[config.mk]
export PLATFORM = sky130hd
export DESIGN_NAME = mmn_ram
export DESIGN_NICKNAME = d
export VERILOG_FILES = /design/src/sv/mmn_ram.sv
export SDC_FILE = /design/constraint.sdc
export NUM_CORES = 1
export LEC_CHECK = 0
export ABC_AREA = 0
export ABC_CLOCK_PERIOD_IN_PS = 4800
export BUFFER_PORTS_ARGS = -buffer_cell sky130_fd_sc_hd__clkbuf_2
export CORE_UTILIZATION = 29
export CTS_BUF_LIST = sky130_fd_sc_hd__clkbuf_8
export CTS_CLUSTER_DIAMETER = 150
export DETAILED_ROUTE_END_ITERATION = 10
export GPL_TIMING_DRIVEN = 0
export HOLD_SLACK_MARGIN = 0.08
export MAX_ROUTING_LAYER = met4
export REMOVE_ABC_BUFFERS = 1
export SLEW_MARGIN = 5
export SYNTH_ARGS = -nofsm -noshare
export SYNTH_HDL_FRONTEND = slang
export SYNTH_SLANG_ARGS = --single-unit
[constraint.sdc]
create_clock -name clk -period 4.8 [get_ports clk]
set_input_delay 0.24 -clock clk [delete_from_list [all_inputs] [get_ports clk]]
set_output_delay 0.24 -clock clk [all_outputs]
set_load 0.02 [all_outputs]
[src/sv/mmn_ram.sv]
// ----------------------------------------------------------------------------
// mmn_ram
// Generic single write, single read RAM with registered read data.
// ----------------------------------------------------------------------------
module mmn_ram #(
  parameter int W = 8,
  parameter int D = 16
) (
  input  logic                 clk,
  input  logic                 we,
  input  logic [$clog2(D)-1:0] waddr,
  input  logic [W-1:0]         wdata,
  input  logic [$clog2(D)-1:0] raddr,
  output logic [W-1:0]         rdata
);

  logic [W-1:0] mem [D];

  always_ff @(posedge clk) begin
    if (we) begin
      mem[waddr] <= wdata;
    end
    rdata <= mem[raddr];
  end

endmodule

==> results of run 1 <==
==> power by group through the flow <==
stage	registers, uW	clock network, uW	logic (uW)
6_report	1330	852	128
2_1_floorplan	1370	0	53.2
5_1_grt	1330	919	139
3_5_place_dp	1360	0	129
4_1_cts	1330	868	129
3_3_place_gp	1360	0	124
==> cells in the final DEF (no fill, tap or decap), types with 2 or more instances in the layout <==
cell type and n:
mux4_1 14, nor3_2 4, clkinv_4 5, mux4_2 18, clkbuf_2 25, clkinvlp_4 4, nand2_1 9, nor2_1 13
dfxtp_1 8, nand3b_1 2, a22oi_1 16, clkinv_2 3, edfxtp_1 128, clkbuf_8 17, nand2b_1 2
==> flip-flops by register name (all words and copies together), names as in the netlist <==
register and cells:
mem 128, rdata 8
==> stage by stage <==
step | setup WS [ns] | cell area (um^2) | std cells | hold slack (ns)
6_report | 3.152 | 5873 | 502 | 0.2329
3_3_place_gp | 2.341 | 5468 | 469 | 0.6448
5_1_grt | 3.090 | 5873 | 502 | 0.2154
3_5_place_dp | 2.311 | 5488 | 469 | 0.6573
2_1_floorplan | 3.067 | 5061 | 219 | 0.3389
4_1_cts | 2.791 | 5853 | 501 | 0.2061
==> worst register-to-register path, stage by stage, from the launching register on <==
cell,delay [ns]
edfxtp_1,0.35
mux4_1,0.51
a22oi_1,0.32
nand2_1,0.14
==> worst paths after layout <==
| path | cells after the start | to | slack, ns | start |
|---|---|---|---|---|
| setup / recovery | 5 | rdata[3] | 3.15 | raddr[0] |
| hold / removal | 1 | mem[6][4] | 0.23 | wdata[4] |
| setup reg to reg | 3 | rdata[3] | 3.34 | mem[1][3] |
| hold reg to reg | 3 | rdata[0] | 0.68 | mem[14][0] |
==> per-layer routing <==
metal	track usage	wire [um]	vias to the layer above
met5	-	0	-
met2	0.1627	4331	86
met4	0.04307	168	0
met1	0.1675	4551	1197
li1	-	-	1046
met3	0.03853	654	16
==> layout make-up <==
cell class,instances,area [um^2],share of cell area
Clock buffer,17,234.0,0.03984
Clock inverter,15,131.4,0.02237
Multi-Input combinational cell,83,1077,0.1834
Sequential cell,136,4004,0.6817
Tap cell,225,281.5,0.04793
Timing Repair Buffer,26,145.1,0.02471
==> cell families after synthesis <==
group | count (synthesis)
AOI/OAI and AO/OA | 16
and+or+nand+nor | 35
muxes | 32
DFF | 136
buffers and inverters | 10
==> synth_stat cells (2+ instances only) <==
master / count / area share
a22oi_1: 16 / 0.023
clkdlybuf4s25_2: 3 / 0.0058
buf_6: 3 / 0.0066
edfxtp_1: 128 / 0.75
dfxtp_1: 8 / 0.031
mux4_1: 14 / 0.071
nand3b_1: 2 / 0.0029
buf_2: 3 / 0.0029
nand2_1: 9 / 0.0066
nor3_1: 4 / 0.0039
mux4_2: 18 / 0.079
nor2_1: 13 / 0.0095
nand2b_1: 2 / 0.0024
==> impl_results.md, run 1 <==
* Max_cap viols at 0
* Crit path capture type: register
* Crit-path cells: clkbuf_2 -> buf_12 -> mux4_1 -> a22oi_1 -> nand2_1
* Net Sw Power at 528.5 uW
* Final Hold Fails at 0
* Routability cong. at 0.6842
* Core area at 0.01730 mm^2
* Detail Route Antenna Nets at 0
* First-pass iteration count of the detailed router at 4
* DP HPWL at 5914 um
* Critical Path RT at 5.09 ns
* # clock sinks at 136
* Row cnt at 48
* Largest family of logic cells by synthesized area: multiplexers
* CTS tree: done
* Post-CTS Setup Inserts at 0
* GRT Residual Overflow at 0
* Complex-gate fraction of the synthesized area at 0.02333
* Vias in the first global route at 2423
* Fraction of registers with async set or reset after synthesis at 0
* Slowest cell on crit path: mux4_1
* CTS Hold Bufs at 0
* Routed vias at 2345
* Die width at 135.2 um
* Mapped Cells at 229
* Number of DRC markers in iteration 0 at 219
* HP Class: in2reg
* Startpoint types: input port
* Final wirelength at 9706 um
* Vias per cell at 4.671
* Post-Synth Simple-Gate Area at 0.03184
* GRT Total Usage at 0.1201
* Clock skew at 0.01284 ns
* Final core utilization at 0.3396
* Clock buffer depth at 2
* Power density over cell area at 393.6 mW/mm^2
* P_int at 1783 uW
* F_max at 607.0 MHz
* CTS Root Cell: clkbuf_8
* Antenna cells at 0
* Relative slew slack at 0.3506
* Layout cells sized above 1 at 0.2888
* Leak at 0.001887 uW
* Clock transition at path regs at 0.08 ns
* Drt drc at 0
* Logic pwr share at 0.055
* Number of antenna violations at the first check in global routing at 0
* Area added between synthesis and finish at 14.10%
* Sum of negative setup slack at 0 ns
* Seq cells post-synth at 136
* Fill cell total of the finished layout at 1667
* I/O Pins at 26
* Sw Share at 0.2286
* Main synth FF type: edfxtp_1
* Largest net degree at the start of global routing at 33
* Total power draw at 2312 uW
* Post-synth EDFFs at 128
* First-pass GRT wire length at 14670 um
* Post-CTS sizing at 0
* Initial Utilization at 0.2976
* Top Family by Delay on Critical Path: buffers and inverters
* Slew @ Worst Pin at 0.9706 ns
* Slowest cell delay on critical path at 0.58 ns
* Synthesized cell area at 0.005147 mm^2
* Clk Latency, worst-skew pair at 0.43 ns
* # nets final at 282
* RSZ-0062 raised after global routing: false
* Fin. max-slew vios at 0
* Sequential power share at 0.576
* Final period util at 0.3432
* YS warnings at 0
* Clock network fraction of total power at 0.368
* XOR/XNOR share of the synthesized area at 0
* Die H at 135.2 um
* Mean post-synth cell area at 22.48 um^2
* Die area at 0.01829 mm^2
* Max IR drop VDD at 206.4 uV
* Post-synth cell types at 19
* CTS Buf Count at 17
* Final min period at 1.648 ns
* Mux cell area share after synthesis at 0.1502
* Port bufs at 25
* Status: finished, final reports clean
* Sequential area share after synthesis at 0.7778
* CP arrival at 1.94 ns
* Worst-path fanout max at 22
* Setup Crit Path Kind: in2reg
* Post-Synth Adder-Cell Area at 0
* CP bufs+invs at 2
* DR WL/cell at 19.33 um
* CTS H-tree depth at 4
* Final setup fails at 0
No activity file was read; power rests on OpenSTA's default activity.
==> run 2: changes to the inputs <==
Settings changed: ABC_CLOCK_PERIOD_IN_PS 4800 to 1420.
Clock period 4.8 ns to 1.42 ns, I/O delays scaled along.
==> run 2 against run 1 <==
- count of clock-buffer cells in the layout is the same
- wire length is essentially flat
- worst setup slack lost 3.1 ns
- final area grew 1.5%
- die area is the same
- clock power grew to 3.4 times the previous value
- sequential share of layout area shrank 0.99 points
- cell count grew 1.4%
- sequential cell count is the same
- via count grew 0.38%
- sequential power grew to 3.4 times the previous value
- combinational power grew to 3.5 times the previous value
- critical path type is now reg2reg
- largest power group unchanged
- highest routed layer unchanged
==> impl_results.md, run 2 (same netlist as run 1, synthesis figures left out) <==
* Clock skew at 0.008629 ns
* Total power draw at 7826 uW
* Final core utilization at 0.3445
* Clk Latency, worst-skew pair at 0.43 ns
* Die H at 135.2 um
* CTS tree: done
* Sw Share at 0.2281
* Setup Crit Path Kind: reg2reg
* Slew @ Worst Pin at 0.9117 ns
* Final wirelength at 9714 um
* Number of antenna violations at the first check in global routing at 0
* Commonest non-fill, non-tap cell in the layout: edfxtp_1
* Fill cell total of the finished layout at 1661
* Worst Slack Setup Final at 0.05373 ns
* Power density over cell area at 1313 mW/mm^2
* Clock transition at path regs at 0.08 ns
* Final hold slack at 0.2060 ns
* Leak at 0.001915 uW
* Die area at 0.01829 mm^2
* Top Registers: mem x128, rdata x8
* Vias in the first global route at 2458
* Status: finished, final reports clean
* Max FFs per register at 128
* Net Sw Power at 1785 uW
* Fin. max-slew vios at 0
* Most flops, register: mem
* CTS H-tree depth at 4
* RSZ-0062 raised after global routing: false
* Final instance area at 0.005959 mm^2
* Routed wl met3 at 682 um
* Antenna cells at 0
* Initial Utilization at 0.2976
* Number of DRC markers in iteration 0 at 200
* DR WL/cell at 19.08 um
* DR top layer: met4
* Final period util at 0.9622
* Vias per cell at 4.625
* Area added between synthesis and finish at 15.78%
* Routed vias at 2354
* Place WS at -0.9003 ns
* P_int at 6041 uW
* Worst-path fanout max at 1
* Clock network fraction of total power at 0.367
* # clock sinks at 136
* Max_cap viols at 0
* F_max at 731.9 MHz
* Largest net degree at the start of global routing at 33
* Post-CTS Setup Inserts at 0
* DP HPWL at 5914 um
* Final min period at 1.366 ns
* First-pass GRT wire length at 14740 um
* Commonest cells after routing, fill and taps aside: edfxtp_1, clkbuf_2, mux4_2, clkbuf_8, mux4_1
* Wl on met1 at 4543 um
* Logic pwr share at 0.058
* Final setup fails at 0
* Core area at 0.01730 mm^2
* First-pass iteration count of the detailed router at 4
* Layout cells sized above 1 at 0.2923
* Detail Route Antenna Nets at 0
* CTS Root Cell: clkbuf_8
* Area after DPL at 0.005488 mm^2
* Startpoint types: register
* Die width at 135.2 um
* GRT Total Usage at 0.1204
* Row cnt at 48
* CTS Buf Count at 17
* Final Hold Fails at 0
* Crit path capture type: register
* Relative slew slack at 0.3899
* Port bufs at 25
* # nets final at 289
* Sequential power share at 0.575
* Critical Path RT at 1.73 ns
* Routability cong. at 0.6842
* Drt drc at 0
* Max IR drop VDD at 693.1 uV
* HP Class: in2reg
* Met2 wire length at 4408 um
* I/O Pins at 26
* GRT Residual Overflow at 0
* Clock buffer depth at 2
* CP arrival at 1.68 ns
-- run 2: routing by layer --
| layer | GRT usage | vias to the layer above |
|---|---|---|
| met3 | 0.03853 | 9 |
| met2 | 0.1627 | 85 |
| met5 | - | - |
| li1 | - | 1061 |
| met4 | 0.04307 | 0 |
| met1 | 0.1685 | 1199 |
-- run 2: per-stage QoR --
step / setup TNS, ns / instances
after floorplan: -1.151 / 219
after global placement: -42.78 / 469
after detailed placement: -33.01 / 469
after CTS: 0 / 509
after global routing: 0 / 509
final: 0 / 509
-- run 2: layout make-up --
class / instances / area, um^2 / share of cell area
clock buffer: 17 / 234.0 / 0.03926
sequential: 136 / 4004 / 0.6718
timing repair buffer: 33 / 214.0 / 0.03590
multi-input combinational: 83 / 1095 / 0.1837
tap: 225 / 281.5 / 0.04724
clock inverter: 15 / 131.4 / 0.02204
-- run 2: path summary, 6_finish.rpt --
check | start | end | slack, ns | depth (start not counted)
hold reg to reg | mem[14][0] | rdata[0] | 0.68 | 3
setup / recovery | mem[1][2] | rdata[2] | 0.05 | 3
hold / removal | waddr[1] | mem[4][3] | 0.21 | 2
setup reg to reg | mem[1][2] | rdata[2] | 0.05 | 3
-- run 2: power by group through the flow --
| stage | logic [uW] | registers, uW | clock network [uW] |
|---|---|---|---|
| 2_1_floorplan | 180 | 4620 | 0 |
| 3_3_place_gp | 420 | 4590 | 0 |
| 3_5_place_dp | 435 | 4600 | 0 |
| 4_1_cts | 456 | 4510 | 2930 |
| 5_1_grt | 491 | 4510 | 3110 |
| 6_report | 450 | 4500 | 2870 |
-- run 2: timing repair --
| action | CTS | global route |
|---|---|---|
| hold endpoints to repair | 109 | 0 |
| endpoints found under the setup margin | 8 | 11 |
| pin swaps | 0 | 1 |
| hold buffers | 8 | 0 |
| resized for setup | 3 | 3 |
-- run 2: worst max-delay path, stage by stage (launching register included) --
cell and delay [ns]:
edfxtp_1 0.35, mux4_1 0.53, a22oi_2 0.28, nand2_1 0.09
==> run 3: changes to the inputs <==
Settings changed: REMOVE_ABC_BUFFERS 1 to not set.
==> run 3 against run 2 <==
- clock skew is 0.00089 ns higher
- maximum frequency is 0.37% higher
- power is 4.0% higher
- highest routed layer unchanged
- critical path depth stayed put
- first-iteration DRC count is 66% higher
- sequential power hardly changed
- non-clock buffer count is 2 higher
- final area is 0.61% higher
- combinational power is 4.9% higher
- global-route usage is 0.60 points higher
- worst setup slack better by 0.0051 ns
- worst hold slack worse by 0.11 ns
==> impl_results.md, run 3 (same netlist as run 1, synthesis figures left out) <==
* F_max at 734.7 MHz
* Hold_sp: wdata[6]
* Commonest non-fill, non-tap cell in the layout: edfxtp_1
* Row cnt at 48
* Final setup fails at 0
* Worst Hold Depth at 1
* # clock sinks at 136
* DR WL/cell at 19.79 um
* Final min period at 1.361 ns
* Final hold slack at 0.09968 ns
* CTS Buf Count at 17
* Largest net degree at the start of global routing at 17
* Number of antenna violations at the first check in global routing at 0
* Fin cells at 511
* Max FFs per register at 128
* GRT Residual Overflow at 0
* Worst R2R Path Depth at 3
* CTS tree: done
* First-pass GRT wire length at 15370 um
* I/O Pins at 26
* Worst flop-to-flop path endpoint: rdata[0]
* Worst min-delay path endpoint: mem[13][6]
* CTS H-tree depth at 4
* Critical Path RT at 1.47 ns
* Fin. max-slew vios at 0
* CTS Root Cell: clkbuf_8
* Crit-path cells: clkbuf_2 -> or3b_2 -> nor2_1
* Port bufs at 24
* Relative slew slack at 0.1960
* Clock skew at 0.009515 ns
* Detail Route Antenna Nets at 0
* Place WS at -0.5203 ns
* Worst Slack Setup Final at 0.05881 ns
* Placed cells at 478
* Top Family by Delay on Critical Path: simple AND/OR/NAND/NOR gates
* Setup Crit Path Kind: in2reg
* DP HPWL at 6510 um
* Layout cells sized above 1 at 0.3112
* CP arrival at 1.41 ns
* HP Class: in2reg
* Core area at 0.01730 mm^2
* Final Hold Fails at 0
* Top Registers: mem x128, rdata x8
* Clock transition at path regs at 0.08 ns
* Vias per cell at 4.620
* Commonest cells after routing, fill and taps aside: edfxtp_1, clkbuf_2, mux4_2, clkbuf_8, mux4_1
* Power density over cell area at 1358 mW/mm^2
* Drt drc at 0
* # nets final at 291
* Worst r2r src: mem[5][0]
* Clk Latency, worst-skew pair at 0.43 ns
* Slowest cell on crit path: nor2_1
* Final wirelength at 10110 um
* Routability cong. at 0.6968
* Status: finished, final reports clean
* Antenna cells at 0
* Slowest cell delay on critical path at 0.70 ns
* Worst-path fanout max at 8
* Post-CTS Setup Inserts at 0
* Vias in the first global route at 2484
* Number of DRC markers in iteration 0 at 331
* Die H at 135.2 um
* Initial Utilization at 0.2976
* Clock buffer depth at 2
* First-pass iteration count of the detailed router at 5
* Area added between synthesis and finish at 16.48%
* Die area at 0.01829 mm^2
* CP bufs+invs at 1
* Startpoint types: input port
* Die width at 135.2 um
* Most flops, register: mem
* GRT Total Usage at 0.1264
* Final period util at 0.9586
* Max IR drop VDD at 623.9 uV
* Leak at 0.001963 uW
* Slew @ Worst Pin at 1.197 ns
* RSZ-0062 raised after global routing: false
* Routed vias at 2361
* Setup slack, reg-to-reg at 0.07 ns
* Max_cap viols at 0
* Syn nets at 247
* Crit path capture type: register
run 3: cell types whose count changed in the layout (fill, tap and decap cells not counted), sizes merged:
| cell | previous run | this run |
|---|---|---|
| clkdlybuf4s25 | 0 | 3 |
| bufinv | 1 | 3 |
| clkbuf | 42 | 41 |
| dlygate4sd3 | 8 | 1 |
| inv | 1 | 4 |
| buf | 0 | 7 |
| clkinvlp | 4 | 1 |
| clkinv | 9 | 7 |
run 3: per-layer routing:
metal  routed length (um)  global-route usage
met1                 4576              0.1638
met2                 4854              0.1906
met3                  648             0.03891
met4                   31             0.03745
met5                    0                   -
run 3: repair_timing:
| item | CTS | global route |
|---|---|---|
| hold buffers | 1 | 0 |
| gates resized for setup | 3 | 4 |
| setup endpoints to repair | 10 | 11 |
| pin swaps | 0 | 0 |
| hold endpoints to repair | 16 | 0 |
run 3: area by class of cell:
type                       count  area (um^2)
clock inverter                15        162.7
timing repair buffer          25        130.1
sequential                   136         4004
clock buffer                  17        234.0
fill                        1625        11300
tap                          225        281.5
buffer                        10        86.33
multi-input combinational     83         1097
run 3: where the power goes:
group	leakage [uW]	switching, uW	total, uW	internal (uW)
Combinational	0.000528	288	472	184
Sequential	0.00122	21.2	4500	4480
Clock	0.000211	1450	3160	1710
run 3: worst reg2reg max path: cells and delay by family (launching register included):
family | cells | cell delay, ns
compound gates | 1 | 0.22
flops | 1 | 0.36
mux | 1 | 0.58
simple gates | 1 | 0.08
run 3: how the worst max path moves through the flow:
stage / depth (start not counted) / endpoint / slack (ns) / from
after floorplan: 2 / mem[3][0] / 0.08 / waddr[2]
after global placement: 3 / mem[8][1] / -0.51 / waddr[2]
after detailed placement: 3 / mem[8][1] / -0.52 / waddr[2]
after CTS: 3 / rdata[0] / 0.03 / mem[5][0]
after global routing: 3 / rdata[3] / 0.002 / mem[5][3]
final: 3 / mem[2][2] / 0.06 / waddr[2]
run 3: stage by stage:
step	TNS (ns)	total power (uW)	utilization	area, um^2
global route	0	8421	0.3466	5996
finish	0	8141	0.3466	5996
CTS	0	8196	0.3455	5976
detailed placement	-27.05	5064	0.3211	5554
floorplan	0	4852	-	5152
global placement	-25.60	5046	0.3211	5554
