`config.mk`:
```
export PLATFORM = sky130hd
export DESIGN_NAME = mmn_scan
export DESIGN_NICKNAME = d
export VERILOG_FILES = /design/src/sv/mmn_pkg.sv /design/src/sv/mmn_scan.sv
export SDC_FILE = /design/constraint.sdc
export NUM_CORES = 1
export LEC_CHECK = 0
export ABC_AREA = 1
export ABC_CLOCK_PERIOD_IN_PS = 4800
export BUFFER_PORTS_ARGS = -buffer_cell sky130_fd_sc_hd__buf_2
export CAP_MARGIN = 20
export CORE_MARGIN = 5
export CORE_UTILIZATION = 35
export CTS_CLUSTER_DIAMETER = 50
export DETAILED_ROUTE_END_ITERATION = 6
export HOLD_SLACK_MARGIN = 0.03
export PLACE_DENSITY = 0.64
export RECOVER_POWER = 100
export SYNTH_ARGS = -nofsm -noshare
export SYNTH_HDL_FRONTEND = slang
export SYNTH_SLANG_ARGS = --single-unit
export TNS_END_PERCENT = 20
```
`constraint.sdc`:
```
create_clock -name clk -period 4.8 [get_ports clk]
set_input_delay 0.24 -clock clk [delete_from_list [all_inputs] [get_ports clk]]
set_output_delay 0.24 -clock clk [all_outputs]
set_load 0.01 [all_outputs]
```
`src/sv/mmn_pkg.sv`:
```
// ----------------------------------------------------------------------------
// mmn_pkg
// Shared types, sizes and decode helpers of the memory map normalizer.
// ----------------------------------------------------------------------------
package mmn_pkg;

  localparam int STORE_DEPTH = 512;
  localparam int MEM_OUT_MAX = 32;
  localparam int RT_OUT_MAX  = 32;

  // count holds 0..STORE_DEPTH, index 0..STORE_DEPTH-1, address spans both lists
  localparam int CNT_W  = $clog2(STORE_DEPTH + 1);
  localparam int IDX_W  = $clog2(STORE_DEPTH);
  localparam int ADDR_W = $clog2(2 * STORE_DEPTH);

  localparam int PAGE_SHIFT = 12;
  localparam int ATTR_WB    = 3;
  localparam int ATTR_RT    = 63;

  // region classes
  localparam logic [2:0] CLS_RAM     = 3'd0;
  localparam logic [2:0] CLS_RSVD    = 3'd1;
  localparam logic [2:0] CLS_RECLAIM = 3'd2;
  localparam logic [2:0] CLS_NVS     = 3'd3;
  localparam logic [2:0] CLS_UNUSE   = 3'd4;

  // firmware memory type codes
  localparam logic [3:0] KIND_LDR_CODE  = 4'd1;
  localparam logic [3:0] KIND_LDR_DATA  = 4'd2;
  localparam logic [3:0] KIND_BS_CODE   = 4'd3;
  localparam logic [3:0] KIND_BS_DATA   = 4'd4;
  localparam logic [3:0] KIND_RT_CODE   = 4'd5;
  localparam logic [3:0] KIND_RT_DATA   = 4'd6;
  localparam logic [3:0] KIND_CONV      = 4'd7;
  localparam logic [3:0] KIND_UNUSABLE  = 4'd8;
  localparam logic [3:0] KIND_ACPI_RECL = 4'd9;
  localparam logic [3:0] KIND_ACPI_NVS  = 4'd10;

  // one stored range; size is bytes for memory entries, pages for runtime ones
  typedef struct packed {
    logic [63:0] base;
    logic [63:0] size;
    logic [63:0] attr;
    logic [3:0]  kind;
    logic [2:0]  cls;
  } ent_t;

  localparam int ENT_W = $bits(ent_t);

  typedef struct packed {
    logic              clear;
    logic              start;
    logic              advance;
    logic              in_valid;
    logic              eligible;
    logic [63:0]       key;
    logic [IDX_W-1:0]  idx;
  } scan_ctl_t;

  typedef struct packed {
    logic              found;
    logic [63:0]       best_key;
    logic [IDX_W-1:0]  best_idx;
    logic              have_thr;
    logic [63:0]       thr_key;
    logic [IDX_W-1:0]  thr_idx;
  } scan_st_t;

  function automatic logic [2:0] class_of(input logic [3:0] kind, input logic [63:0] attr);
    logic [2:0] c;
    unique case (kind)
      KIND_LDR_CODE, KIND_LDR_DATA, KIND_BS_CODE, KIND_BS_DATA, KIND_CONV:
        c = attr[ATTR_WB] ? CLS_RAM : CLS_RSVD;
      KIND_ACPI_RECL: c = CLS_RECLAIM;
      KIND_ACPI_NVS:  c = CLS_NVS;
      KIND_UNUSABLE:  c = CLS_UNUSE;
      default:        c = CLS_RSVD;
    endcase
    return c;
  endfunction

  function automatic logic wants_rt(input logic [3:0] kind, input logic [63:0] attr);
    return attr[ATTR_RT] || kind == KIND_BS_CODE || kind == KIND_BS_DATA ||
           kind == KIND_RT_CODE || kind == KIND_RT_DATA || kind == KIND_ACPI_NVS;
  endfunction

endpackage

```
`src/sv/mmn_scan.sv`:
```
// ----------------------------------------------------------------------------
// mmn_scan
// Shared minimum finder: over one pass, keep the smallest (key, index) among
// eligible entries that lies strictly above the current threshold.
// ----------------------------------------------------------------------------
module mmn_scan (
  input  logic              clk,
  input  logic              rst,
  input  mmn_pkg::scan_ctl_t ctl,
  output mmn_pkg::scan_st_t  st
);

  logic                        found;
  logic [63:0]                 best_key;
  logic [mmn_pkg::IDX_W-1:0]   best_idx;
  logic                        have_thr;
  logic [63:0]                 thr_key;
  logic [mmn_pkg::IDX_W-1:0]   thr_idx;
  logic                        above;
  logic                        take;

  // entries arrive in rising index order, so a strict key compare keeps the earliest
  assign above = !have_thr || (ctl.key > thr_key) ||
                 (ctl.key == thr_key && ctl.idx > thr_idx);
  assign take  = ctl.in_valid && ctl.eligible && above && (!found || ctl.key < best_key);

  always_ff @(posedge clk) begin
    if (rst) begin
      found    <= 1'b0;
      have_thr <= 1'b0;
    end else if (ctl.clear) begin
      found    <= 1'b0;
      have_thr <= 1'b0;
    end else if (ctl.advance) begin
      found    <= 1'b0;
      have_thr <= 1'b1;
      thr_key  <= best_key;
      thr_idx  <= best_idx;
    end else if (ctl.start) begin
      found <= 1'b0;
    end else if (take) begin
      found    <= 1'b1;
      best_key <= ctl.key;
      best_idx <= ctl.idx;
    end
  end

  assign st = '{found: found, best_key: best_key, best_idx: best_idx,
                have_thr: have_thr, thr_key: thr_key, thr_idx: thr_idx};

  a_adv_thr: assert property (@(posedge clk) disable iff (rst)
    ctl.advance && !ctl.clear |=> have_thr) else $error("threshold not set on advance");
  a_start_clr: assert property (@(posedge clk) disable iff (rst)
    ctl.start |=> !found) else $error("pass start left a winner");
  a_best_above: assert property (@(posedge clk) disable iff (rst)
    found && have_thr |-> (best_key > thr_key || (best_key == thr_key && best_idx > thr_idx)))
    else $error("winner not above threshold");

endmodule

```
==> results of run 1 <==
[state kept, by name, indices dropped and copies added, names as in the netlist]
signal	count
best_key	64
best_idx	9
have_thr	1
thr_idx	9
thr_key	64
found	1
[placed cells by master, fill, tap and decap left out]
cell	instances
sky130_fd_sc_hd__clkbuf_1	222
sky130_fd_sc_hd__inv_1	161
sky130_fd_sc_hd__edfxtp_1	146
sky130_fd_sc_hd__ha_1	136
sky130_fd_sc_hd__nand2_1	126
sky130_fd_sc_hd__a21oi_1	64
sky130_fd_sc_hd__nor2_1	35
sky130_fd_sc_hd__dlygate4sd3_1	26
sky130_fd_sc_hd__o21ai_0	19
sky130_fd_sc_hd__clkbuf_16	17
sky130_fd_sc_hd__nand4_1	10
sky130_fd_sc_hd__nand3_1	10
sky130_fd_sc_hd__nor3_1	6
sky130_fd_sc_hd__buf_2	6
sky130_fd_sc_hd__o21a_1	4
sky130_fd_sc_hd__clkinv_1	4
sky130_fd_sc_hd__clkinv_2	4
sky130_fd_sc_hd__inv_2	3
sky130_fd_sc_hd__and3_1	3
sky130_fd_sc_hd__bufinv_16	3
sky130_fd_sc_hd__o211ai_1	2
sky130_fd_sc_hd__a21o_1	2
sky130_fd_sc_hd__nor4_1	2
sky130_fd_sc_hd__nor2_2	2
sky130_fd_sc_hd__nand3b_1	2
sky130_fd_sc_hd__dfxtp_1	2
sky130_fd_sc_hd__nor4_2	1
sky130_fd_sc_hd__a21boi_1	1
sky130_fd_sc_hd__nor3_2	1
sky130_fd_sc_hd__nor2b_2	1
sky130_fd_sc_hd__o21bai_1	1
sky130_fd_sc_hd__o2111ai_1	1
sky130_fd_sc_hd__clkinvlp_4	1
sky130_fd_sc_hd__clkinv_4	1
sky130_fd_sc_hd__buf_12	1
sky130_fd_sc_hd__buf_4	1
sky130_fd_sc_hd__clkbuf_2	1
[worst max-delay path, cell delays in order]
cell and delay [ns]:
sky130_fd_sc_hd__dlygate4sd3_1 0.54, sky130_fd_sc_hd__clkbuf_1 0.14, sky130_fd_sc_hd__ha_1 0.29, sky130_fd_sc_hd__nand2_1 0.07, sky130_fd_sc_hd__nor2_1 0.15, sky130_fd_sc_hd__nand4_1 0.10, sky130_fd_sc_hd__nor2_1 0.26, sky130_fd_sc_hd__nand2_1 0.08
sky130_fd_sc_hd__nor2_1 0.11, sky130_fd_sc_hd__nand3_1 0.07, sky130_fd_sc_hd__nand2_1 0.07, sky130_fd_sc_hd__inv_1 0.04, sky130_fd_sc_hd__nand2_1 0.05, sky130_fd_sc_hd__nand2_1 0.08, sky130_fd_sc_hd__nor2_2 1.07, sky130_fd_sc_hd__buf_4 0.44
[stage by stage]
step / util [%] / hold WS (ns)
6_report: 44.73 / 0.08993
5_1_grt: 44.73 / 0.08753
4_1_cts: 45.98 / 0.03017
3_5_place_dp: 42.36 / 0.4356
3_3_place_gp: 42.36 / 0.4303
2_1_floorplan: - / 0.3389
[routing by layer]
metal  vias up  GRT usage (%)  wire length (um)
li1       3067              -                 -
met1      2750          20.06              9422
met2       170          25.91              9435
met3        20          4.212              1338
met4         0          4.767               310
met5         -              0                 0
[repair_timing]
item	4_1_cts	5_1_grt
hold buffers	25	1
gates resized for setup	0	0
hold endpoints to repair	25	1
[synthesized netlist by cell type]
cell                        instances
sky130_fd_sc_hd__nor2_1            35
sky130_fd_sc_hd__nor2_2             2
sky130_fd_sc_hd__nand2_2            1
sky130_fd_sc_hd__nand4_1           10
sky130_fd_sc_hd__nor4_1             2
sky130_fd_sc_hd__inv_2              3
sky130_fd_sc_hd__edfxtp_1         146
sky130_fd_sc_hd__inv_1            161
sky130_fd_sc_hd__nor3_1             6
sky130_fd_sc_hd__a21boi_1           1
sky130_fd_sc_hd__nor4_2             1
sky130_fd_sc_hd__o21ai_0           19
sky130_fd_sc_hd__o211ai_1           2
sky130_fd_sc_hd__buf_4              2
sky130_fd_sc_hd__a21oi_1           64
sky130_fd_sc_hd__ha_1             136
sky130_fd_sc_hd__nand3b_1           2
sky130_fd_sc_hd__nand3_1           10
sky130_fd_sc_hd__a21o_1             2
sky130_fd_sc_hd__o21bai_1           1
sky130_fd_sc_hd__nand2_1          125
sky130_fd_sc_hd__o2111ai_1          1
sky130_fd_sc_hd__o21a_1             4
sky130_fd_sc_hd__and3_1             3
sky130_fd_sc_hd__nor2b_2            1
sky130_fd_sc_hd__nor3_2             1
sky130_fd_sc_hd__dfxtp_1            2
[worst max path at each step]
| stage | from | endpoint | slack (ns) |
|---|---|---|---|
| final | ctl[15] | best_key[28] | 1.06 |
| after detailed placement | ctl[24] | best_key[30] | 1.54 |
| after global placement | ctl[24] | best_key[26] | 1.57 |
| after CTS | ctl[16] | best_key[28] | 1.46 |
| after global routing | ctl[16] | best_key[39] | 0.72 |
| after floorplan | ctl[77] | thr_idx[0] | 0.84 |
[power by group]
part	total, mW	leakage [nW]	internal [mW]	switching, mW
clock network	1.32	0.279	0.805	0.520
registers	1.44	1.34	1.43	0.00993
logic	0.258	2.90	0.103	0.155
total	3.03	4.53	2.34	0.684
[cell type report]
class	instances	area share, %
Inverter	164	6.061
Tap cell	285	3.511
Multi-Input combinational cell	429	29.91
Sequential cell	148	43.56
Clock inverter	13	1.392
Timing Repair Buffer	256	11.35
Clock buffer	18	4.225
[kinds of logic after synthesis]
group	after synthesis	synth area share, %
AOI/OAI and AO/OA	94	6.167
adders and majority gates	136	21.02
buffers and inverters	166	7.790
DFF	148	54.65
and+or+nand+nor	199	10.37
==> reports/qor.txt, run 1 <==
Setup crit end kind - flip-flop
hold violation count in the final report - 0
average detailed-routed wire length per instance - 15.62 um
static power due to leakage - 4.526 nW
Worst R2R Start - thr_key[15]
Skew-Pair Late Insertion Delay - 0.41 ns
fmax - 267.6 MHz
ratio of routed vias to standard cells - 4.575
Worst R2R Path Depth - 15
cell accounting for the most synthesized area - sky130_fd_sc_hd__edfxtp_1
Storage cell area - 4424 um^2
Chip Width - 162.1 um
worst-path fanout max - 25
worst hold endpoint - have_thr
count of routing violations after the opening detailed-route iteration - 239
worst hold stages - 3
number of antenna violations at the first check in global routing - 0
count of TritonRoute iterations in the first routing pass - 4
total track usage - 15.63%
total chip power - 3.027 mW
count of vias placed by the detailed router - 6007
required time worst endpoint - 4.89 ns
Synth-to-Final Area Change - 25.47%
area of the core - 22710 um^2
wire length of the first global-routing pass - 32.15 mm
total of max-cap violations - 1
cell count after synthesis - 743
total wire length - 20.51 mm
peak supply drop - 0.2059 mV
total number of H-tree levels - 4
post-place setup slack - 1.542 ns
total power per unit cell area - 298.0 nW/um^2
Filler Cells Inserted - 2266
antenna diode count - 0
final cell area excluding filler cells - 10160 um^2
capturing point of the worst reg2reg path - best_key[28]
Pins Over Slew Limit - 28
number of nets produced by synthesis - 959
multi-input gate area in the final layout - 3038 um^2
effective utilization at floorplan - 35.65%
clock buffers created by TritonCTS - 17
sequential area share after synthesis - 54.65%
number of nets in the finished design - 1232
crit path time final - 3.738 ns
result of the run - complete, but fails checks
overall overflow remaining after global route - 0
Max Clock Skew - 0.01101 ns
via count of the first global-routing pass - 6281
setup repair bufs after CTS - 0
Tcrit/Tclk final - 77.87%
height of the die - 162.1 um
I/O pin cnt - 228
#FFs+latches synth - 148
final weighted congestion of routability-driven global placement - 0.8196
number of standard cells in the final layout excluding fillers - 1313
Crit Path Class - in -> reg
Setup Total Neg Slack - 0 ns
number of clock sinks - 148
start point of the worst min-delay path - ctl[75]
worst reg2reg setup slack - 1.17 ns
synthesis warning total - 0
Cell Count Post-Placement - 1256
Cell Rows - 55
Detail Placement HPWL - 16.17 mm
largest net degree at the start of global routing - 48
maximum buffer depth of the clock tree - 2
fraction of layout instances using a drive strength above 1 - 4.183%
DP Area - 9620 um^2
arrival time at the worst endpoint - 3.83 ns
TritonCTS clock tree - yes
CTS clk-pin slew, worst paths - 0.06 ns
final setup vio count - 0
root buffer cell - sky130_fd_sc_hd__clkbuf_16
area of the mapped netlist - 8095 um^2
die area - 26270 um^2
distinct cell type count after synthesis - 27
kind of path behind the tightest hold check - in -> reg
Setup crit start kind - input pin
relative max-transition margin - -56.60%
Yosys top cell area share - 54.16%
Buffers on Ports - 227
RSZ-0062 raised after global routing - no
actual transition at the worst max-transition pin - 2.340 ns
average cell area after synthesis - 10.90 um^2
ANT nets after route - 0
DRC viols - 0
PnR worst setup slack - 1.062 ns
dominant cells by area after synthesis - sky130_fd_sc_hd__edfxtp_1 (54%), sky130_fd_sc_hd__ha_1 (21%), sky130_fd_sc_hd__inv_1 (7.5%)
failing checks - capacitance limit, slew limit
Note: power is estimated with default switching activity, not from simulation.
==> run 2, diff against run 1 <==
--- a/config.mk
+++ b/config.mk
@@ -6,7 +6,7 @@
 export NUM_CORES = 1
 export LEC_CHECK = 0
 export ABC_AREA = 1
-export ABC_CLOCK_PERIOD_IN_PS = 4800
+export ABC_CLOCK_PERIOD_IN_PS = 3800
 export BUFFER_PORTS_ARGS = -buffer_cell sky130_fd_sc_hd__buf_2
 export CAP_MARGIN = 20
 export CORE_MARGIN = 5
==> constraint.sdc (replaced) <==
create_clock -name clk -period 3.8 [get_ports clk]
set_input_delay 0.19 -clock clk [delete_from_list [all_inputs] [get_ports clk]]
set_output_delay 0.19 -clock clk [all_outputs]
set_load 0.01 [all_outputs]
==> run 2 against run 1 <==
  * The run still ends with capacitance limit, slew limit left
  * Power grew 31%
  * Clock-buffer cell count shrank 1
  * Flip-flop and latch count is the same
  * Critical endpoint is now thr_key[22]
==> reports/qor.txt, run 2 (synthesis gave the netlist of run 1 again) <==
Internal - 3.067 mW
leading cell types in the layout, fill and taps excluded - sky130_fd_sc_hd__clkbuf_1 (222), sky130_fd_sc_hd__inv_1 (161), sky130_fd_sc_hd__edfxtp_1 (146)
chain of cells forming the critical path - dlygate4sd3_1, clkbuf_1, inv_1, nor2_1, buf_12
total of cells resized after clock tree synthesis - 0
arrival time at the worst endpoint - 3.21 ns
via count of the first global-routing pass - 6467
Top delay family on crit path - simple AND/OR/NAND/NOR gates
ANT nets after route - 0
number of clock sinks - 148
worst hold stages - 4
Worst R2R Path Depth - 15
Reg power frac - 46.1%
largest net degree at the start of global routing - 57
metal3 WL - 1.303 mm
CTS clk-pin slew, worst paths - 0.06 ns
power dissipated by switching net loads - 0.8933 mW
Gate power share - 9.3%
worst-path fanout max - 46
number of antenna violations at the first check in global routing - 0
start point of the worst min-delay path - rst
TritonCTS clock tree - yes
routed metal-1 wirelength - 9.548 mm
hold violation count in the final report - 0
static power due to leakage - 4.737 nW
ratio of routed vias to standard cells - 4.609
total wire length - 21.01 mm
failing checks - capacitance limit, slew limit
average detailed-routed wire length per instance - 15.44 um
antenna diode count - 0
Skew-Pair Late Insertion Delay - 0.41 ns
worst reg2reg setup slack - 0.93 ns
count of routing violations after the opening detailed-route iteration - 264
count of vias placed by the detailed router - 6273
Crit Path Class - in -> reg
total of max-cap violations - 1
maximum buffer depth of the clock tree - 2
final cell area excluding filler cells - 10680 um^2
Worst R2R Start - thr_key[15]
slowest CP cell - sky130_fd_sc_hd__nor2_1
overall overflow remaining after global route - 0
Pins Over Slew Limit - 28
total stage count of the critical path - 5
Tcrit/Tclk final - 82.25%
peak supply drop - 0.2355 mV
effective utilization at floorplan - 35.65%
result of the run - complete, but fails checks
DRC viols - 0
switching share of power - 22.56%
number of nets in the finished design - 1279
Clock Power Share - 44.7%
total power per unit cell area - 370.9 nW/um^2
Setup crit end kind - flip-flop
Top Metal Used - met4
Filler Cells Inserted - 2196
I/O pin cnt - 228
root buffer cell - sky130_fd_sc_hd__clkbuf_16
relative max-transition margin - -71.01%
Cell Rows - 55
kind of path behind the tightest hold check - in -> reg
RSZ-0062 raised after global routing - no
fmax - 320.0 MHz
wire length of the first global-routing pass - 33.07 mm
capturing point of the worst reg2reg path - best_key[55]
sum of met2 wire segment lengths after detailed routing - 9.766 mm
fraction of layout instances using a drive strength above 1 - 3.996%
die area - 26270 um^2
total chip power - 3.960 mW
Chip Width - 162.1 um
Buffers on Ports - 227
DP Area - 9633 um^2
count of TritonRoute iterations in the first routing pass - 4
Setup crit start kind - input pin
worst hold endpoint - have_thr
worst hold slack after final layout - 0.04020 ns
Buf/Inv on CP - 4
Synth-to-Final Area Change - 31.90%
final weighted congestion of routability-driven global placement - 0.8035
Worst path max stage delay - 1.86 ns
total number of H-tree levels - 4
leading cell type in the layout, fill and taps excluded - sky130_fd_sc_hd__clkbuf_1
crit path time final - 3.125 ns
area of the core - 22710 um^2
registers with the most flip-flops - best_key (64), thr_key (64)
required time worst endpoint - 3.88 ns
actual transition at the worst max-transition pin - 2.556 ns
Detail Placement HPWL - 15.97 mm
Max Clock Skew - 0.008856 ns
clock buffers created by TritonCTS - 17
height of the die - 162.1 um
total track usage - 15.93%
final setup vio count - 0
-- run 2: worst max path at each step --
| stage | endpoint | start | slack, ns |
|---|---|---|---|
| floorplan | best_idx[0] | thr_key[47] | -0.05 |
| global placement | best_idx[1] | thr_key[15] | 1.18 |
| detailed placement | best_key[14] | thr_key[15] | 1.16 |
| CTS | best_key[11] | ctl[24] | 1.07 |
| global route | thr_key[34] | ctl[75] | 0.44 |
| finish | thr_key[22] | ctl[75] | 0.67 |
-- run 2: repair_timing --
action | 4_1_cts | 5_1_grt
setup buffers | 0 | 0
hold buffers | 73 | 0
endpoints found under the hold margin | 73 | 0
endpoints found under the setup margin | 0 | 0
-- run 2: tightest hold or removal path, stage by stage --
cell	delay, ns
sky130_fd_sc_hd__buf_2	0.07
sky130_fd_sc_hd__nor2_1	0.03
sky130_fd_sc_hd__inv_1	0.07
sky130_fd_sc_hd__nor2_1	0.04
-- run 2: power by group through the flow --
stage,Clock (mW),Combinational (mW),Sequential (mW)
finish,1.77,0.368,1.82
global route,1.89,0.423,1.83
CTS,1.82,0.388,1.82
detailed placement,0,0.327,1.86
global placement,0,0.320,1.86
floorplan,0,0.167,1.87
-- run 2: layout make-up --
class	instances	area (um^2)	share of cell area, %
clock inverter	15	186.4	1.746
tap	285	356.6	3.340
inverter	164	615.6	5.765
clock buffer	17	425.4	3.984
timing repair buffer	303	1634	15.30
sequential	148	4424	41.43
multi-input combinational	429	3035	28.43
-- run 2: per-stage QoR --
step / TNS (ns) / util (%) / instances / setup slack [ns]
finish: 0 / 47.02 / 1361 / 0.6746
detailed placement: 0 / 42.42 / 1256 / 1.158
floorplan: -3.705 / - / 743 / -0.05075
global route: 0 / 47.02 / 1361 / 0.4444
CTS: 0 / 48.33 / 1361 / 1.069
global placement: 0 / 42.42 / 1256 / 1.184
-- run 2: metal layers --
layer,track usage [%],up-vias
met5,0,-
met4,5.190,0
met3,4.415,28
met2,26.45,172
met1,20.22,2914
li1,-,3159
==> run 3, diff against run 2 <==
--- a/config.mk
+++ b/config.mk
@@ -6,7 +6,7 @@
 export NUM_CORES = 1
 export LEC_CHECK = 0
 export ABC_AREA = 1
-export ABC_CLOCK_PERIOD_IN_PS = 3800
+export ABC_CLOCK_PERIOD_IN_PS = 2950
 export BUFFER_PORTS_ARGS = -buffer_cell sky130_fd_sc_hd__buf_2
 export CAP_MARGIN = 20
 export CORE_MARGIN = 5
==> constraint.sdc (replaced) <==
create_clock -name clk -period 2.95 [get_ports clk]
set_input_delay 0.1475 -clock clk [delete_from_list [all_inputs] [get_ports clk]]
set_output_delay 0.1475 -clock clk [all_outputs]
set_load 0.01 [all_outputs]
==> run 3 against run 2 <==
  * The run now ends clean
  * Non-clock buffer count grew 5
  * Clock power grew 27%
  * Register-to-register slack lost 0.56 ns
  * Cell count grew 0.51%
  * Flip-flop and latch count is the same
  * First-iteration DRC count grew 33%
  * Wire length grew 0.51%
  * Combinational power grew 29%
  * Global-route usage is essentially flat
  * Die area is the same
==> reports/qor.txt, run 3 (synthesis gave the netlist of run 1 again) <==
total track usage - 15.88%
via count of the first global-routing pass - 6253
final weighted congestion of routability-driven global placement - 0.8413
most frequent cell on the critical path - sky130_fd_sc_hd__nand2_1
relative max-transition margin - 9.438%
registers with the most flip-flops - best_key (64), thr_key (64)
chain of cells forming the critical path - dlygate4sd3_1, clkbuf_1, ha_1, nand2_1, nor2_1, nand4_1, nor2_1, nand2_1, nor2_1, nand3_1, nand2_1, inv_1, nand2_1, nand2_1, nor2_4, buf_4
CTS clk-pin slew, worst paths - 0.06 ns
actual transition at the worst max-transition pin - 1.357 ns
result of the run - complete, no violations
Worst R2R Start - thr_key[7]
largest net degree at the start of global routing - 39
count of TritonRoute iterations in the first routing pass - 4
Buffers on Ports - 227
worst hold endpoint - have_thr
number of antenna violations at the first check in global routing - 2
capturing point of the worst reg2reg path - best_key[30]
TritonCTS clock tree - yes
count of vias placed by the detailed router - 6194
final setup vio count - 0
average detailed-routed wire length per instance - 15.44 um
Cell Count Post-Placement - 1259
count of routing violations after the opening detailed-route iteration - 352
effective utilization at floorplan - 35.65%
hold violation count in the final report - 0
Setup crit start kind - input pin
wire length of the first global-routing pass - 32.49 mm
die area - 26270 um^2
Pins Over Slew Limit - 0
fmax - 379.3 MHz
root buffer cell - sky130_fd_sc_hd__clkbuf_16
ratio of routed vias to standard cells - 4.528
Skew-Pair Late Insertion Delay - 0.42 ns
start point of the worst min-delay path - rst
Tcrit/Tclk final - 89.36%
Storage cell area - 4424 um^2
worst hold slack after final layout - 0.03654 ns
Cell Rows - 55
worst reg2reg setup slack - 0.37 ns
height of the die - 162.1 um
Detail Placement HPWL - 16.17 mm
arrival time at the worst endpoint - 2.74 ns
setup repair bufs after CTS - 0
ANT nets after route - 0
static power due to leakage - 4.746 nW
required time worst endpoint - 3.05 ns
total power per unit cell area - 473.6 nW/um^2
area of the core - 22710 um^2
multi-input gate area in the final layout - 3045 um^2
slowest CP cell - sky130_fd_sc_hd__dlygate4sd3_1
crit path time final - 2.636 ns
Synth-to-Final Area Change - 32.21%
Crit Path Class - in -> reg
Worst path max stage delay - 0.54 ns
total of max-cap violations - 0
DRC viols - 0
worst hold stages - 4
fraction of layout instances using a drive strength above 1 - 4.163%
total number of H-tree levels - 4
clock buffers created by TritonCTS - 17
Filler Cells Inserted - 2213
overall overflow remaining after global route - 0
leading cell types in the layout, fill and taps excluded - sky130_fd_sc_hd__clkbuf_1 (226), sky130_fd_sc_hd__inv_1 (161), sky130_fd_sc_hd__edfxtp_1 (146)
number of nets in the finished design - 1284
maximum buffer depth of the clock tree - 2
Max Clock Skew - 0.01530 ns
RSZ-0062 raised after global routing - no
total wire length - 21.12 mm
Setup crit end kind - flip-flop
number of standard cells in the final layout excluding fillers - 1368
number of clock sinks - 148
I/O pin cnt - 228
peak supply drop - 0.3394 mV
Worst R2R Path Depth - 15
Chip Width - 162.1 um
worst-path fanout max - 19
leading cell type in the layout, fill and taps excluded - sky130_fd_sc_hd__clkbuf_1
kind of path behind the tightest hold check - in -> reg
==> run 3: metrics by stage <==
stage	utilization (%)	TNS [ns]	setup WS, ns	area [um^2]	power, mW
final	47.13	0	0.3138	10700	5.069
after global routing	47.13	0	0.04946	10700	5.303
after detailed placement	42.57	0	0.3042	9668	2.817
after global placement	42.57	0	0.3652	9668	2.809
after CTS	48.51	0	0.2833	11020	5.163
after floorplan	-	-65.76	-0.9008	8098	2.622
==> run 3: how the worst max path moves through the flow <==
stage	depth (start not counted)	slack (ns)	startpoint	end
6_report	16	0.31	ctl[16]	best_key[30]
5_1_grt	16	0.05	ctl[24]	best_key[28]
4_1_cts	16	0.28	ctl[24]	best_key[30]
3_5_place_dp	15	0.30	thr_key[14]	best_key[25]
3_3_place_gp	15	0.37	thr_key[15]	best_key[25]
2_1_floorplan	12	-0.90	thr_key[47]	best_idx[0]
==> run 3: metal layers <==
metal / routed length [um] / global-route usage, % / vias up
met3: 1240 / 4.593 / 26
met5: 0 / 0 / -
met2: 9796 / 26.20 / 185
met4: 480 / 5.459 / 0
met1: 9603 / 20.05 / 2817
li1: - / - / 3166
==> run 3: timing repair <==
item	in CTS	in global routing
hold endpoints to repair	75	0
gates resized for setup	0	0
hold buffers	75	0
==> run 3: report_power, final <==
part / leakage, nW / switching, mW / internal, mW
Combinational: 3.12 / 0.263 / 0.211
Sequential: 1.34 / 0.0167 / 2.33
Clock: 0.286 / 0.843 / 1.40
Total: 4.75 / 1.12 / 3.95
==> run 3: critical path: cells and delay by family <==
| family | cells | cell delay [ns] |
|---|---|---|
| simple gates | 11 | 1.25 |
| buf+inv | 4 | 1.01 |
| fa+ha+maj | 1 | 0.31 |
==> run 3: cell type report <==
class / count / area share [%]
multi-input combinational: 429 / 28.45
clock inverter: 12 / 1.508
inverter: 164 / 5.752
clock buffer: 20 / 4.080
sequential: 148 / 41.34
tap: 285 / 3.332
antenna: 2 / 0.04676
timing repair buffer: 308 / 15.49
